File: config.mk
export PLATFORM = sky130hd
export DESIGN_NAME = sorted_insert_list_core
export DESIGN_NICKNAME = d
export VERILOG_FILES = /design/src/rtl/sil_pkg.sv /design/src/rtl/sil_cell.sv /design/src/rtl/sorted_insert_list_core.sv
export VERILOG_INCLUDE_DIRS = /design/src /design/src/rtl
export SDC_FILE = /design/constraint.sdc
export NUM_CORES = 2
export LEC_CHECK = 0
export BUFFER_PORTS_ARGS = -buffer_cell sky130_fd_sc_hd__buf_2
export CAP_MARGIN = 20
export CORE_ASPECT_RATIO = 0.5
export CORE_UTILIZATION = 45
export CTS_BUF_LIST = sky130_fd_sc_hd__clkbuf_8
export CTS_CLUSTER_DIAMETER = 120
export DETAILED_ROUTE_END_ITERATION = 7
export GPL_TIMING_DRIVEN = 1
export HOLD_SLACK_MARGIN = 0.05
export SLEW_MARGIN = 20
export SYNTH_ARGS = -nofsm -noshare
export SYNTH_HDL_FRONTEND = slang
export SYNTH_SLANG_ARGS = --single-unit
File: constraint.sdc
create_clock -name clk -period 8.7 [get_ports clk]
set_input_delay 0.435 -clock clk [delete_from_list [all_inputs] [get_ports clk]]
set_output_delay 0.435 -clock clk [all_outputs]
set_load 0.01 [all_outputs]
File: src/rtl/sorted_insert_list_core_assert.svh
// ----------------------------------------------------------------------------
// Sorted insert list assertion macros
// Concurrent checks on clk with rst_n low disabling them; empty for synthesis.
// ----------------------------------------------------------------------------
`ifndef SORTED_INSERT_LIST_CORE_ASSERT_SVH
`define SORTED_INSERT_LIST_CORE_ASSERT_SVH

`ifndef SYNTHESIS

`define SIL_ASSERT_ALWAYS(label, expr, msg) \
    label: assert property (@(posedge clk) disable iff (!rst_n) (expr)) \
        else $error(msg);

`define SIL_ASSERT_IMPLIES(label, ante, cons, msg) \
    label: assert property (@(posedge clk) disable iff (!rst_n) (ante) |-> (cons)) \
        else $error(msg);

`define SIL_ASSERT_NEXT(label, ante, cons, msg) \
    label: assert property (@(posedge clk) disable iff (!rst_n) (ante) |=> (cons)) \
        else $error(msg);

`else

`define SIL_ASSERT_ALWAYS(label, expr, msg)
`define SIL_ASSERT_IMPLIES(label, ante, cons, msg)
`define SIL_ASSERT_NEXT(label, ante, cons, msg)

`endif

`endif

File: src/rtl/sil_pkg.sv
// ----------------------------------------------------------------------------
// Sorted insert list package
// Shared codes, state type and the control word broadcast to the cell chain.
// ----------------------------------------------------------------------------
package sil_pkg;

    localparam int DATA_W = 32;

    localparam logic [1:0] OP_INSERT    = 2'd0;
    localparam logic [1:0] OP_READ_UP   = 2'd1;
    localparam logic [1:0] OP_READ_DOWN = 2'd2;

    typedef enum logic [1:0] {
        STATUS_INSERTED = 2'd0,
        STATUS_FULL     = 2'd1,
        STATUS_ENTRY    = 2'd2,
        STATUS_EMPTY    = 2'd3
    } status_t;

    typedef enum logic {
        ST_IDLE = 1'b0,
        ST_READ = 1'b1
    } state_t;

    typedef enum logic [1:0] {
        CELL_HOLD    = 2'd0,
        CELL_INSERT  = 2'd1,
        CELL_ROT_FWD = 2'd2,
        CELL_ROT_BWD = 2'd3
    } cell_op_t;

    typedef struct packed {
        cell_op_t                 op;
        logic signed [DATA_W-1:0] ins_value;
    } cell_ctrl_t;

endpackage

File: src/rtl/sil_cell.sv
// ----------------------------------------------------------------------------
// Sorted insert list cell
// Holds one entry; on insert it shifts or captures, on readout it rotates.
// ----------------------------------------------------------------------------
module sil_cell
    import sil_pkg::*;
#(
    parameter int INDEX = 0,
    parameter int CNT_W = 5
)
(
    input  logic                     clk,
    input  cell_ctrl_t               ctrl,
    input  logic [CNT_W-1:0]         held,
    input  logic signed [DATA_W-1:0] left_data,
    input  logic                     left_gt,
    input  logic signed [DATA_W-1:0] right_data,
    input  logic signed [DATA_W-1:0] head_data,
    output logic signed [DATA_W-1:0] data,
    output logic                     gt
);

    logic signed [DATA_W-1:0] data_reg;
    logic signed [DATA_W-1:0] data_next;
    logic                     occupied;
    logic                     at_end;
    logic                     is_tail;

    assign occupied = CNT_W'(INDEX) < held;
    assign at_end   = CNT_W'(INDEX) == held;
    assign is_tail  = CNT_W'(INDEX + 1) == held;
    assign gt       = occupied && (ctrl.ins_value < data_reg);

    always_comb
    begin
        data_next = data_reg;
        case (ctrl.op)
            CELL_INSERT:
            begin
                // shift right behind the insert point, capture at it
                if (gt || at_end)
                begin
                    data_next = left_gt ? left_data : ctrl.ins_value;
                end
            end
            CELL_ROT_FWD:
            begin
                if (occupied)
                begin
                    data_next = is_tail ? head_data : right_data;
                end
            end
            CELL_ROT_BWD:
            begin
                if (occupied)
                begin
                    data_next = left_data;
                end
            end
            default:
            begin
                data_next = data_reg;
            end
        endcase
    end

    always_ff @(posedge clk)
    begin
        data_reg <= data_next;
    end

    assign data = data_reg;

endmodule

File: src/rtl/sorted_insert_list_core.sv
// ----------------------------------------------------------------------------
// Sorted insert list core
// Keeps up to CAPACITY signed values in ascending order in a chain of cells
// and answers inserts and ascending or descending readouts.
// ----------------------------------------------------------------------------
// An insert, a rejected insert and a read of an empty list each give one
// result. A read of n held values gives n results: the first is registered
// in the read state that follows the read transfer, then one per cycle while
// out_stall is low, and the input is held off for the whole run. The cell
// chain rotates by one place per delivered result and is back in order
// after the run; in_stall stays high until the last result of the run has
// entered the output register. The output register also holds off new
// items while its result is stalled.
`include "sorted_insert_list_core_assert.svh"

module sorted_insert_list_core
    import sil_pkg::*;
#(
    parameter int CAPACITY = 16
)
(
    input  logic                     clk,
    input  logic                     rst_n,
    input  logic                     in_valid,
    output logic                     in_stall,
    input  logic [1:0]               operation,
    input  logic signed [DATA_W-1:0] value,
    output logic                     out_valid,
    input  logic                     out_stall,
    output logic [1:0]               status,
    output logic signed [DATA_W-1:0] entry_value,
    output logic [4:0]               count,
    output logic                     last
);

    localparam int CNT_W = $clog2(CAPACITY + 1);
    localparam int IDX_W = $clog2(CAPACITY);

    state_t                   state_reg;
    state_t                   state_next;
    logic [CNT_W-1:0]         count_reg;
    logic [CNT_W-1:0]         count_next;
    logic [CNT_W-1:0]         remain_reg;
    logic [CNT_W-1:0]         remain_next;
    logic                     down_reg;
    logic                     down_next;
    logic                     out_valid_reg;
    logic                     out_valid_next;
    status_t                  out_status_reg;
    status_t                  out_status_next;
    logic signed [DATA_W-1:0] out_value_reg;
    logic signed [DATA_W-1:0] out_value_next;
    logic [CNT_W-1:0]         out_count_reg;
    logic [CNT_W-1:0]         out_count_next;
    logic                     out_last_reg;
    logic                     out_last_next;

    cell_ctrl_t               ctrl;
    logic                     out_free;
    logic                     in_xfer;
    logic                     full;
    logic [CNT_W-1:0]         tail_idx_full;
    logic [IDX_W-1:0]         tail_idx;
    logic signed [DATA_W-1:0] head_data;
    logic signed [DATA_W-1:0] tail_data;
    logic [CNT_W+4:0]         count_ext;

    logic signed [DATA_W-1:0] cell_data  [CAPACITY];
    logic signed [DATA_W-1:0] cell_left  [CAPACITY];
    logic signed [DATA_W-1:0] cell_right [CAPACITY];
    logic [CAPACITY-1:0]      cell_gt;
    logic [CAPACITY-1:0]      cell_left_gt;

    assign out_free      = !out_valid_reg || !out_stall;
    assign in_stall      = (state_reg != ST_IDLE) || !out_free;
    assign in_xfer       = in_valid && !in_stall;
    assign full          = count_reg == CNT_W'(CAPACITY);
    assign tail_idx_full = count_reg - 1'b1;
    assign tail_idx      = tail_idx_full[IDX_W-1:0];
    assign head_data     = cell_data[0];
    assign tail_data     = cell_data[tail_idx];

    // ---------------- cell chain ----------------
    for (genvar i = 0; i < CAPACITY; i++)
    begin : g_cell
        if (i == 0)
        begin : g_first
            // wrap the tail into the head on a descending rotation
            assign cell_left[i]    = tail_data;
            assign cell_left_gt[i] = 1'b0;
        end
        else
        begin : g_inner
            assign cell_left[i]    = cell_data[i-1];
            assign cell_left_gt[i] = cell_gt[i-1];
        end

        if (i == CAPACITY - 1)
        begin : g_last
            assign cell_right[i] = head_data;
        end
        else
        begin : g_body
            assign cell_right[i] = cell_data[i+1];
        end

        sil_cell #(
            .INDEX (i),
            .CNT_W (CNT_W)
        ) u_cell (
            .clk        (clk),
            .ctrl       (ctrl),
            .held       (count_reg),
            .left_data  (cell_left[i]),
            .left_gt    (cell_left_gt[i]),
            .right_data (cell_right[i]),
            .head_data  (head_data),
            .data       (cell_data[i]),
            .gt         (cell_gt[i])
        );
    end

    // ---------------- next state ----------------
    always_comb
    begin
        state_next = state_reg;
        unique case (state_reg)
            ST_IDLE:
            begin
                if (in_xfer && (operation == OP_READ_UP || operation == OP_READ_DOWN)
                    && count_reg != '0)
                begin
                    state_next = ST_READ;
                end
            end
            ST_READ:
            begin
                if (out_free && remain_reg == CNT_W'(1))
                begin
                    state_next = ST_IDLE;
                end
            end
            default:
            begin
                state_next = ST_IDLE;
            end
        endcase
    end

    // ---------------- outputs and datapath ----------------
    always_comb
    begin
        ctrl.op         = CELL_HOLD;
        ctrl.ins_value  = value;
        count_next      = count_reg;
        remain_next     = remain_reg;
        down_next       = down_reg;
        out_valid_next  = out_valid_reg && out_stall;
        out_status_next = out_status_reg;
        out_value_next  = out_value_reg;
        out_count_next  = out_count_reg;
        out_last_next   = out_last_reg;

        unique case (state_reg)
            ST_IDLE:
            begin
                if (in_xfer)
                begin
                    case (operation) inside
                        OP_INSERT:
                        begin
                            out_valid_next = 1'b1;
                            out_value_next = '0;
                            out_last_next  = 1'b1;
                            if (full)
                            begin
                                out_status_next = STATUS_FULL;
                                out_count_next  = count_reg;
                            end
                            else
                            begin
                                ctrl.op         = CELL_INSERT;
                                count_next      = count_reg + 1'b1;
                                out_status_next = STATUS_INSERTED;
                                out_count_next  = count_reg + 1'b1;
                            end
                        end
                        OP_READ_UP, OP_READ_DOWN:
                        begin
                            if (count_reg == '0)
                            begin
                                out_valid_next  = 1'b1;
                                out_status_next = STATUS_EMPTY;
                                out_value_next  = '0;
                                out_count_next  = '0;
                                out_last_next   = 1'b1;
                            end
                            else
                            begin
                                remain_next = count_reg;
                                down_next   = operation == OP_READ_DOWN;
                            end
                        end
                        default:
                        begin
                            // drop the unused code
                            ctrl.op = CELL_HOLD;
                        end
                    endcase
                end
            end
            ST_READ:
            begin
                if (out_free)
                begin
                    out_valid_next  = 1'b1;
                    out_status_next = STATUS_ENTRY;
                    out_value_next  = down_reg ? tail_data : head_data;
                    out_count_next  = count_reg;
                    out_last_next   = remain_reg == CNT_W'(1);
                    ctrl.op         = down_reg ? CELL_ROT_BWD : CELL_ROT_FWD;
                    remain_next     = remain_reg - 1'b1;
                end
            end
            default:
            begin
                ctrl.op = CELL_HOLD;
            end
        endcase
    end

    always_ff @(posedge clk or negedge rst_n)
    begin
        if (!rst_n)
        begin
            state_reg     <= ST_IDLE;
            count_reg     <= '0;
            remain_reg    <= '0;
            down_reg      <= 1'b0;
            out_valid_reg <= 1'b0;
        end
        else
        begin
            state_reg     <= state_next;
            count_reg     <= count_next;
            remain_reg    <= remain_next;
            down_reg      <= down_next;
            out_valid_reg <= out_valid_next;
        end
    end

    always_ff @(posedge clk)
    begin
        out_status_reg <= out_status_next;
        out_value_reg  <= out_value_next;
        out_count_reg  <= out_count_next;
        out_last_reg   <= out_last_next;
    end

    assign count_ext   = {5'b0, out_count_reg};
    assign out_valid   = out_valid_reg;
    assign status      = out_status_reg;
    assign entry_value = out_value_reg;
    assign count       = count_ext[4:0];
    assign last        = out_last_reg;

    // ---------------- assertions ----------------
    `SIL_ASSERT_ALWAYS(a_count_bound, count_reg <= CNT_W'(CAPACITY), "count above capacity")

    `SIL_ASSERT_IMPLIES(a_read_blocks_input, state_reg == ST_READ, in_stall,
                        "input open during readout")

    `SIL_ASSERT_IMPLIES(a_read_remain, state_reg == ST_READ, remain_reg != '0,
                        "readout with nothing left")

    `SIL_ASSERT_NEXT(a_insert_count, in_xfer && operation == OP_INSERT && !full,
                     count_reg == $past(count_reg) + 1'b1,
                     "insert did not advance count")

endmodule

==> run_results.csv <==
group,metric,value,unit
floorplanning,fp.dieW,472.4,um
worst_setup_path,cp_slowest_stage_delay,910,ps
global_routing,grt_max_degree,95,
yosys,netlist.area_leader.share,33.29,%
worst_setup_path,crit_type,"flip-flop to flip-flop",
floorplanning,rows,85,
clock_network,insertion_delay,870,ps
drt,met3WireLength,49.28,mm
timing,maxSlewHeadroom,16.05,%
placed_design,place_inst,6697,
cells_and_area,final-instance-count-excl-fill,6888,
floorplanning,die_h,237.2,um
timing,clock_skew,47.88,ps
yosys,syn_avg_cell_area,9.130,sq um
worst_setup_path,critical-path-top-delay-family,"buffers and inverters",
timing,tns,0,ps
power_and_ir_drop,vdd_drop_max,309.3,uV
floorplanning,top_level_ports,80,
global_routing,overflow,0,
floorplanning,start_util,45.86,%
clock_network,postCtsHoldBufs,7,
drt,vias_per_cell,7.428,
timing,holdWs,86.52,ps
yosys,netlist_area,0.04980,sq mm
worst_hold_path,hp-class,"input port to flip-flop",
timing,hold_viol,0,
power_and_ir_drop,p_total,20.74,mW
worst_setup_path,path_buf_inv,3,
yosys,ys_ff_latch,565,
worst_setup_path,worstPathRequired,9300,ps
floorplanning,core,0.1086,sq mm
clock_network,cts_tree,"yes",
job,maxCapViolCount,0,
drt,met2WireLength,105.4,mm
clock_network,cts.sinks,565,
drt,topRoutingLayerUsed,"met5",
worst_setup_path,crit_path_start_kind,"flip-flop",
cells_and_area,regArea,0.01691,sq mm
clock_network,h-tree-depth,3,
clock_network,post-cts-setup-buffers,0,
timing,setup-violations-final,0,
placed_design,placed_area,0.05176,sq mm
clock_network,cts-root-buf,"clkbuf_8",
yosys,synth_area_leader_cell,"edfxtp_1",
power_and_ir_drop,p_per_area,386.6,mW/mm^2
worst_setup_path,critPathCaptureType,"flip-flop",
drt,totalWireLength,274.0,mm
worst_setup_path,arrival,6330,ps
cells_and_area,postLayoutCellArea,0.05366,sq mm
yosys,yosys_warnings,0,
clock_network,cts-resized-gates,0,
cells_and_area,area_delta_synth_final,7.757,%
global_routing,grt_pass1_wl,372.7,mm
clock_network,cts_buffers,96,
timing,final_max_slew_viol_count,0,
yosys,synth_edf_count,552,
cells_and_area,num-fill-cells,10280,
drt,vias,51160,
placed_design,gp_congestion,1.052,
global_routing,grt_use_total,47.55,%
drt,met1Wirelength,100.6,mm
power_and_ir_drop,leakage,22.17,nW
timing,final.min_clock_period,5731,ps
yosys,syn_nets,5996,
status,status,"finished, violations left",
worst_setup_path,crit_path_top_delay_cell,"dfrtp_4",
drt,drcViolationCount,5,
timing,fmaxAchievable,174.5,MHz
timing,rsz0062_at_grt,"no",
clock_network,clkTransAtPathRegs,70,ps
cells_and_area,finalNetCount,5867,
yosys,yosys-top-cells-area,"edfxtp_1 (33%), ha_1 (13%), mux4_2 (5.8%)",
cells_and_area,largest_reg_flops,512,
global_routing,antenna_found_initial,17,
drt,drt-wirelength-per-cell,39.79,um
timing,period_share,65.88,%
worst_setup_path,crit_fanout,45,
drt,detail-route-antenna-nets,0,
floorplanning,die-area,0.1121,sq mm
yosys,syn_inst,5454,
yosys,synth_cell_types,87,
yosys,synth_ff_type,"edfxtp_1",
global_routing,grt_pass1_vias,47080,
clock_network,cts_buffer_depth,3,
placed_design,io_buffers,79,
cells_and_area,multi_input_area,0.02974,sq mm
yosys,ys_seq_area_share,33.94,%
placed_design,dp_hpwl,177.9,mm
worst_setup_path,path_cells,"clkinv_2, ha_4, buf_4, buf_4, mux4_2, nand2_1, o21ai_0, o211ai_1, o21ai_0, a21o_1",
drt,drt_iter0_drc,10530,
yosys,ys_async_sr_fraction,2.301,%
drt,first_pass_iters,8,
timing,tightest_slew,1240,ps
status,violations,"DRC",
cells_and_area,drive_gt1_share,11.33,%
worst min-delay path, delay by kind of cell:
kind,cells,cell delay [ps]
adders and majority gates,1,140
muxes,1,140
buffers and inverters,2,170
Yosys cell counts, types with 71 or more instances:
cell type and n:
ha_1 504, nor3_1 72, mux4_2 128, nor2_1 345, edfxtp_1 552, a221o_1 227
nand2_1 703, a21o_1 150, o21ai_0 324, clkbuf_1 328, o211ai_1 143, a21oi_1 388
inv_1 514, buf_2 71, mux2i_1 105, a211oi_1 152
cell type report:
type	count	area share (%)
repair buffers	206	2.682
inverters	515	3.605
diodes	8	0.03731
flip-flops and latches	565	31.51
well taps	1479	3.449
multi-input cells	3941	55.42
clock buffers	99	2.539
clock inverters	75	0.7508
worst paths after layout:
path	from	end	slack [ps]	cells after the start
worst min-delay path	operation[0]	down_reg	90	4
worst min register to register	remain_reg[0]	remain_reg[0]	580	1
max in group asynchronous	rst_n	down_reg	7270	4
min in group asynchronous	rst_n	count_reg[2]	620	3
worst max-delay path	count_reg[0]	g_cell[0].u_cell.data[12]	2970	10
worst max register to register	count_reg[0]	g_cell[0].u_cell.data[12]	2970	10
metal layers:
metal	GRT usage, %	vias up
li1	-	20320
met1	62.37	24730
met2	63.62	4988
met3	21.57	1113
met4	27.61	10
met5	0.1706	-
layout by cell type, fill, tap and decap left out, types with 65 or more instances in the layout:
| cell | instances |
|---|---|
| o221a_2 | 65 |
| a21o_1 | 148 |
| edfxtp_1 | 552 |
| clkbuf_8 | 99 |
| nand2_1 | 694 |
| nor3_1 | 70 |
| buf_2 | 79 |
| mux2i_1 | 101 |
| o21ai_0 | 319 |
| nor2_1 | 334 |
| a21oi_1 | 384 |
| o211ai_1 | 143 |
| mux4_2 | 128 |
| a211oi_1 | 152 |
| a221o_1 | 227 |
| and2_1 | 66 |
| inv_1 | 549 |
| ha_1 | 503 |
| buf_4 | 114 |
power breakdown:
| part | switching, mW | total (mW) | leakage [nW] | internal [mW] |
|---|---|---|---|---|
| Clock | 1.37 | 2.51 | 1.03 | 1.15 |
| Combinational | 8.56 | 12.7 | 15.9 | 4.09 |
| Sequential | 1.14 | 5.58 | 5.29 | 4.44 |
| Total | 11.1 | 20.7 | 22.2 | 9.68 |
per-stage QoR:
stage / setup slack (ps) / utilization [%]
after floorplan: 3934 / -
after global placement: 3133 / 47.64
after detailed placement: 3195 / 47.66
after CTS: 3189 / 49.35
after global routing: 2960 / 49.41
final: 2969 / 49.42
kinds of logic (layout without fill, tap and decap cells):
| family | Yosys count | in the layout | share of synthesized area (%) |
|---|---|---|---|
| compound gates | 1743 | 1743 | 24.90 |
| xor+xnor | 8 | 8 | 0.1558 |
| fa+ha+maj | 504 | 504 | 12.66 |
| buf+inv | 948 | 895 | 7.573 |
| flops | 565 | 565 | 33.94 |
| mux | 239 | 239 | 8.035 |
| other cells | 0 | 8 | 0 |
| simple gates | 1447 | 1447 | 12.73 |
No activity file was read; power rests on OpenSTA's default activity.
